===== src/hdl/dkpc_pkg.sv =====
`timescale 1ns / 1ps
`default_nettype none

package dkpc_pkg;

	localparam int unsigned CfgW  = 16;
	localparam int unsigned TimeW = 32;
	localparam int unsigned IdxW  = 2;

	typedef enum logic [1:0] {
		EV_NONE   = 2'd0,
		EV_STOP   = 2'd1,
		EV_RESUME = 2'd2
	} event_t;

	typedef enum logic [IdxW-1:0] {
		REG_DEBOUNCE    = 2'd0,
		REG_STOP_MAX    = 2'd1,
		REG_RESUME_HOLD = 2'd2
	} reg_idx_t;

	localparam logic [CfgW-1:0] DEBOUNCE_RST    = 16'd20;
	localparam logic [CfgW-1:0] STOP_MAX_RST    = 16'd1000;
	localparam logic [CfgW-1:0] RESUME_HOLD_RST = 16'd3000;

	typedef struct packed {
		logic [CfgW-1:0] debounce_ms;
		logic [CfgW-1:0] stop_max_ms;
		logic [CfgW-1:0] resume_hold_ms;
	} cfg_t;

endpackage

`default_nettype wire


===== src/hdl/dkpc_core.sv =====
`timescale 1ns / 1ps
`default_nettype none

module dkpc_core (
	input  wire logic                       clk,
	input  wire logic                       arst_n,
	input  wire logic                       step,
	input  wire logic                       key,
	input  wire logic [dkpc_pkg::TimeW-1:0] now,
	input  wire dkpc_pkg::cfg_t             cfg,
	output dkpc_pkg::event_t                ev
);
	import dkpc_pkg::*;

	logic              pending_q;
	logic              stable_q;
	logic [TimeW-1:0]  edge_time_q;
	logic              armed_q;
	logic              press_active_q;
	logic [TimeW-1:0]  press_time_q;
	logic              resume_sent_q;

	logic              pending_n;
	logic              stable_n;
	logic [TimeW-1:0]  edge_time_n;
	logic              armed_n;
	logic              press_active_n;
	logic [TimeW-1:0]  press_time_n;
	logic              resume_sent_n;
	logic [TimeW-1:0]  since_edge;
	logic [TimeW-1:0]  held;
	logic              settle;

	always_comb begin
		pending_n      = pending_q;
		edge_time_n    = edge_time_q;
		stable_n       = stable_q;
		armed_n        = armed_q;
		press_active_n = press_active_q;
		press_time_n   = press_time_q;
		resume_sent_n  = resume_sent_q;
		ev             = EV_NONE;

		if (key != pending_q) begin
			pending_n   = key;
			edge_time_n = now;
		end

		since_edge = now - edge_time_n;
		held       = now - press_time_q;
		settle     = (pending_n != stable_q) &&
			(since_edge >= {{(TimeW-CfgW){1'b0}}, cfg.debounce_ms});

		if (settle) begin
			stable_n = pending_n;
			if (!pending_n) begin
				armed_n        = 1'b1;
				press_active_n = 1'b0;
				resume_sent_n  = 1'b0;
				if (press_active_q && !resume_sent_q &&
					held <= {{(TimeW-CfgW){1'b0}}, cfg.stop_max_ms}) begin
					ev = EV_STOP;
				end
			end else if (armed_q) begin
				press_active_n = 1'b1;
				press_time_n   = now;
				resume_sent_n  = 1'b0;
			end
		end else if (press_active_q && !resume_sent_q &&
			held >= {{(TimeW-CfgW){1'b0}}, cfg.resume_hold_ms}) begin
			resume_sent_n = 1'b1;
			ev            = EV_RESUME;
		end
	end

	always_ff @(posedge clk or negedge arst_n) begin
		if (!arst_n) begin
			pending_q      <= 1'b0;
			stable_q       <= 1'b0;
			edge_time_q    <= '0;
			armed_q        <= 1'b0;
			press_active_q <= 1'b0;
			press_time_q   <= '0;
			resume_sent_q  <= 1'b0;
		end else if (step) begin
			pending_q      <= pending_n;
			stable_q       <= stable_n;
			edge_time_q    <= edge_time_n;
			armed_q        <= armed_n;
			press_active_q <= press_active_n;
			press_time_q   <= press_time_n;
			resume_sent_q  <= resume_sent_n;
		end
	end

	a_resume_needs_press: assert property (@(posedge clk) disable iff (!arst_n)
		resume_sent_q |-> press_active_q)
		else $error("resume flag set without an active press");

	a_press_needs_armed: assert property (@(posedge clk) disable iff (!arst_n)
		press_active_q |-> (armed_q && stable_q))
		else $error("active press while unarmed or released");

	a_resume_latches: assert property (@(posedge clk) disable iff (!arst_n)
		(step && ev == EV_RESUME) |=> resume_sent_q)
		else $error("resume event did not latch its flag");

	a_stop_ends_press: assert property (@(posedge clk) disable iff (!arst_n)
		(step && ev == EV_STOP) |=> (!press_active_q && !stable_q))
		else $error("stop event left press active");

endmodule

`default_nettype wire


===== src/hdl/debounced_key_press_classifier.sv =====
`timescale 1ns / 1ps
`default_nettype none

// Debounced key press classifier. Each request is one poll (raw key level and
// a wrapping ms time stamp) and returns one event: none, stop (short press
// released within stop_max_ms) or resume (held for resume_hold_ms, once).
// Polls pass through an input register and a result register, one poll per
// clock while out_stall is low; 32-bit subtract-compare paths update the
// debounce/press state. The user must write registers via cfg_we/cfg_index/
// cfg_data only while no request is in flight; the block does not enforce it.
module debounced_key_press_classifier (
	input  wire logic                       clk,
	input  wire logic                       arst_n,
	input  wire logic                       in_valid,
	output logic                            in_stall,
	input  wire logic                       key_pressed,
	input  wire logic [dkpc_pkg::TimeW-1:0] now_ms,
	output logic                            out_valid,
	input  wire logic                       out_stall,
	output logic [1:0]                      event_res,
	input  wire logic                       cfg_we,
	input  wire logic [dkpc_pkg::IdxW-1:0]  cfg_index,
	input  wire logic [dkpc_pkg::CfgW-1:0]  cfg_data
);
	import dkpc_pkg::*;

	cfg_t             cfg_q;
	logic             valid_s1;
	logic             key_s1;
	logic [TimeW-1:0] now_s1;
	logic             valid_s2;
	event_t           event_s2;
	event_t           ev;
	logic             advance;

	assign advance   = !(valid_s2 && out_stall);
	assign in_stall  = !advance;
	assign out_valid = valid_s2;
	assign event_res = event_s2;

	always_ff @(posedge clk or negedge arst_n) begin
		if (!arst_n) begin
			cfg_q.debounce_ms    <= DEBOUNCE_RST;
			cfg_q.stop_max_ms    <= STOP_MAX_RST;
			cfg_q.resume_hold_ms <= RESUME_HOLD_RST;
		end else if (cfg_we) begin
			unique case (cfg_index)
				REG_DEBOUNCE:    cfg_q.debounce_ms    <= cfg_data;
				REG_STOP_MAX:    cfg_q.stop_max_ms    <= cfg_data;
				REG_RESUME_HOLD: cfg_q.resume_hold_ms <= cfg_data;
				default: ;
			endcase
		end
	end

	always_ff @(posedge clk or negedge arst_n) begin
		if (!arst_n) begin
			valid_s1 <= 1'b0;
			valid_s2 <= 1'b0;
		end else if (advance) begin
			valid_s1 <= in_valid;
			valid_s2 <= valid_s1;
		end
	end

	always_ff @(posedge clk) begin
		if (advance) begin
			key_s1   <= key_pressed;
			now_s1   <= now_ms;
			event_s2 <= ev;
		end
	end

	dkpc_core u_core (
		.clk    (clk),
		.arst_n (arst_n),
		.step   (advance && valid_s1),
		.key    (key_s1),
		.now    (now_s1),
		.cfg    (cfg_q),
		.ev     (ev)
	);

endmodule

`default_nettype wire


===== config.mk =====
export PLATFORM = sky130hd
export DESIGN_NAME = debounced_key_press_classifier
export DESIGN_NICKNAME = d
export VERILOG_FILES = /design/src/hdl/dkpc_pkg.sv /design/src/hdl/dkpc_core.sv /design/src/hdl/debounced_key_press_classifier.sv
export SDC_FILE = /design/constraint.sdc
export NUM_CORES = 1
export LEC_CHECK = 0
export ABC_AREA = 1
export BUFFER_PORTS_ARGS = -buffer_cell sky130_fd_sc_hd__buf_2
export CORE_AREA = 2 2 153 155
export CTS_BUF_LIST = sky130_fd_sc_hd__clkbuf_8
export DETAILED_ROUTE_END_ITERATION = 7
export DIE_AREA = 0 0 155 157
export GPL_TIMING_DRIVEN = 0
export HOLD_SLACK_MARGIN = 0.03
export PLACE_DENSITY = 0.72
export SLEW_MARGIN = 15
export SYNTH_ARGS = -nofsm -noshare
export SYNTH_HDL_FRONTEND = slang
export SYNTH_SLANG_ARGS = --single-unit

===== constraint.sdc =====
create_clock -name clk -period 6.45 [get_ports clk]
set_input_delay 0.9675 -clock clk [delete_from_list [all_inputs] [get_ports clk]]
set_output_delay 0.9675 -clock clk [all_outputs]
set_load 0.02 [all_outputs]

==> impl_results.md <==
- DP Cell Count: 2031
- Register Area: 4050 um2
- Kind of end point of the critical path: register
- Hold crit path type: in -> async
- Max clock buf depth: 2
- Detailed-route via count: 11300
- Setup Skew: 0.0178 ns
- Max FO, Critical Path: 10
- Fin area: 13400 um2
- First-pass GRT wire length: 54000 um
- Max rail drop VDD: 0.236 mV
- Final hold slack: 0.434 ns
- Synth Register Bits: 154
- Hold Vio Cnt, Final: 0
- Setup slack, reg-to-reg: 0.98 ns
- Mux cell area share after synthesis: 0.0154
- CTS tree: yes
- Post-route insts no fill: 2063
- Antenna violations before repair: 1
- XOR/XNOR share of the synthesized area: 0.0234
- Area of the multi-input gates: 7050 um2
- Reg2reg end: u_core.press_time_q[25]
- Detailed placement HPWL: 27400 um
- Post-synth top area share: 0.211
- Drt via density: 5.50
- Clock latency on the worst-skew pair: 0.46 ns
- Num ports: 60
- Outcome: finished clean
- Register area share after synthesis: 0.328
- Synth warn: 0
- Post-Syn Area per Cell: 7.32 um2
- Clock sinks: 154
- Cells after synthesis: 1685
- Synth Area in Simple Gates: 0.314
- Synth Cell Area: 12300 um2
- PnR worst setup slack: 0.978 ns
- Yosys cell types: 51
- First-pass detailed-route iteration total: 5
- Root Driver: clkbuf_8
- CTS resizes: 0
- Core box area: 22500 um2
- Main combinational cell family by area after synthesis: simple AND/OR/NAND/NOR gates
- Critical path type: reg -> reg
- RR Startpoint: key_s1
- Final critical-path required period: 5.47 ns
- Post-synth EDFFs: 35
- Startpoint types: register
- Fillers: 2121
- Placed cell area: 13000 um2
- Starting Density: 0.548
- # rows: 55
- Hold buffer count at cts: 0
- Final total negative setup slack: 0 ns
- Largest area contributor in the netlist: dfrtp_1
- Number of port buffers: 59
- Area growth from synthesis to layout: 8.92%
- Largest net degree at the start of global routing: 68
- Post-Synth Adder-Cell Area: 0.105
- Crit-path most repeated cell: nand2_1
- Data required time at the worst endpoint: 6.79 ns
- WL final: 33100 um
- Detail Route Antenna Nets: 0
- Post-CTS Setup Repair Bufs: 0
- Post-Syn Nets: 1844
- H-tree levels: 4
- Layout cells sized above 1: 0.130
- GRT overflow: 0
- Worst stage delay on the critical path: 0.50 ns
- Vias in the first global route: 10800
- Worst Reg-to-Reg Cells: 31
- Max Slew Vio Count: 0
- Leakage: 6.90 nW
- Antenna fix cells: 0
- Num CTS Buffers: 17
- Worst-Margin Slew: 0.750 ns
- Post-synthesis compound-gate area fraction: 0.114
- Max Clk Rate: 183 MHz
- GRT Total Usage: 0.282
- GP Congestion: 0.965
- Fin crit share: 0.848
- Top post-synthesis cells by area: dfrtp_1, nand2_1, ha_1
- DIE AREA: 24300 um2
- RSZ-0062 raised after global routing: no
- Dpl ws: 1.01 ns
- Power per cell area: 513 nW/um2
- Initial drt markers: 711
- Final setup vio count: 0
- Async SR Flop Fraction: 0.773
- Max-cap violations: 0
- Die width: 155 um
- Main flop type after synthesis: dfrtp_1
- Final net count: 1924
- CP max stage cell: clkbuf_1
- CP arrival: 5.81 ns
- Average wire per standard cell: 16.1 um
- DRC violation count after routing: 0
- CTS clk-pin slew, worst paths: 0.10 ns
- Die H: 157 um
- Slew HR: 0.498
==> power by group <==
group          switching [mW]  leakage, nW  internal (mW)  total [mW]
Combinational            2.98         4.90           1.69        4.68
Sequential              0.195         1.81           1.28        1.47
Clock                   0.414        0.191          0.320       0.733
Total                    3.59         6.90           3.29        6.88
==> worst max-delay path: cells and delay by family, from the launching register on <==
kind / cells / cell delay [ns]
simple gates: 17 / 1.72
xor+xnor: 1 / 0.16
flops: 1 / 0.44
buf+inv: 6 / 1.23
fa+ha+maj: 4 / 1.06
compound gates: 3 / 0.75
==> cells by family (layout without fill, tap and decap cells) <==
| logic type | after synthesis | after routing |
|---|---|---|
| flops | 154 | 154 |
| simple gates | 820 | 820 |
| mux | 19 | 19 |
| xor+xnor | 33 | 33 |
| buf+inv | 301 | 394 |
| compound gates | 255 | 255 |
| fa+ha+maj | 103 | 103 |
==> cells in the mapped netlist (all sizes together), types with 2 or more instances <==
cell / instances
nand2: 517
inv: 264
nor2: 129
o21ai: 120
dfrtp: 104
ha: 102
a21oi: 90
nand3: 85
nand4: 57
edfxtp: 35
clkbuf: 25
xor2: 22
mux2i: 19
nor3: 19
dfstp: 15
o211ai: 15
buf: 12
xnor2: 11
a21o: 7
o21bai: 7
nand3b: 6
a211oi: 4
o21a: 4
a31oi: 3
nor4: 2
or2: 2
==> registers in the layout, summed over array words and instances (netlist names) <==
name	flops
cfg_q	48
now_s1	32
u_core.edge_time_q	32
u_core.press_time_q	32
event_res	2
key_s1	1
out_valid	1
u_core.armed_q	1
u_core.pending_q	1
u_core.press_active_q	1
u_core.resume_sent_q	1
u_core.stable_q	1
valid_s1	1
==> worst max path at each step <==
stage,from,end,slack (ns),depth (start not counted)
floorplan,key_s1,event_res[0],2.18,30
global placement,key_s1,u_core.press_time_q[28],1.04,28
detailed placement,key_s1,u_core.press_time_q[25],1.01,31
CTS,key_s1,event_res[1],0.97,30
global route,key_s1,u_core.press_time_q[26],0.49,31
finish,key_s1,u_core.press_time_q[25],0.98,31
==> through the flow <==
step                power, mW  utilization
finish                   6.88        0.597
global placement         5.96        0.577
global route             7.58        0.597
detailed placement       6.11        0.579
floorplan                4.99            -
CTS                      6.86        0.597
==> per-layer routing <==
layer  up-vias  wire length [um]  track usage
met2       346             15500        0.472
met5         -                 0            0
met4         0              1080        0.104
met3        71              1830       0.0399
met1      5273             14800        0.375
li1       5655                 -            -
==> area by class of cell <==
class                           instances  area share
Inverter                              264      0.0738
Multi-Input combinational cell       1230       0.525
Clock buffer                           17      0.0174
Buffer                                 37      0.0181
Tap cell                              285      0.0266
Timing Repair Buffer                   61      0.0260
Clock inverter                         15      0.0117
Sequential cell                       154       0.301
==> layout by cell type, fill, tap and decap left out, drive strengths merged, types with 4 or more instances in the layout <==
master  netlist  layout
nor3         19      19
clkbuf       25      42
nand3        85      85
ha          102     102
a211oi        4       4
dfstp        15      15
nand2       517     517
xnor2        11      11
nand3b        6       6
a21o          7       7
o21a          4       4
dfrtp       104     104
mux2i        19      19
inv         264     272
a21oi        90      90
o21bai        7       7
o211ai       15      15
edfxtp       35      35
nand4        57      57
nor2        129     129
buf          12      73
xor2         22      22
o21ai       120     120
(Power assumes the default switching activity.)
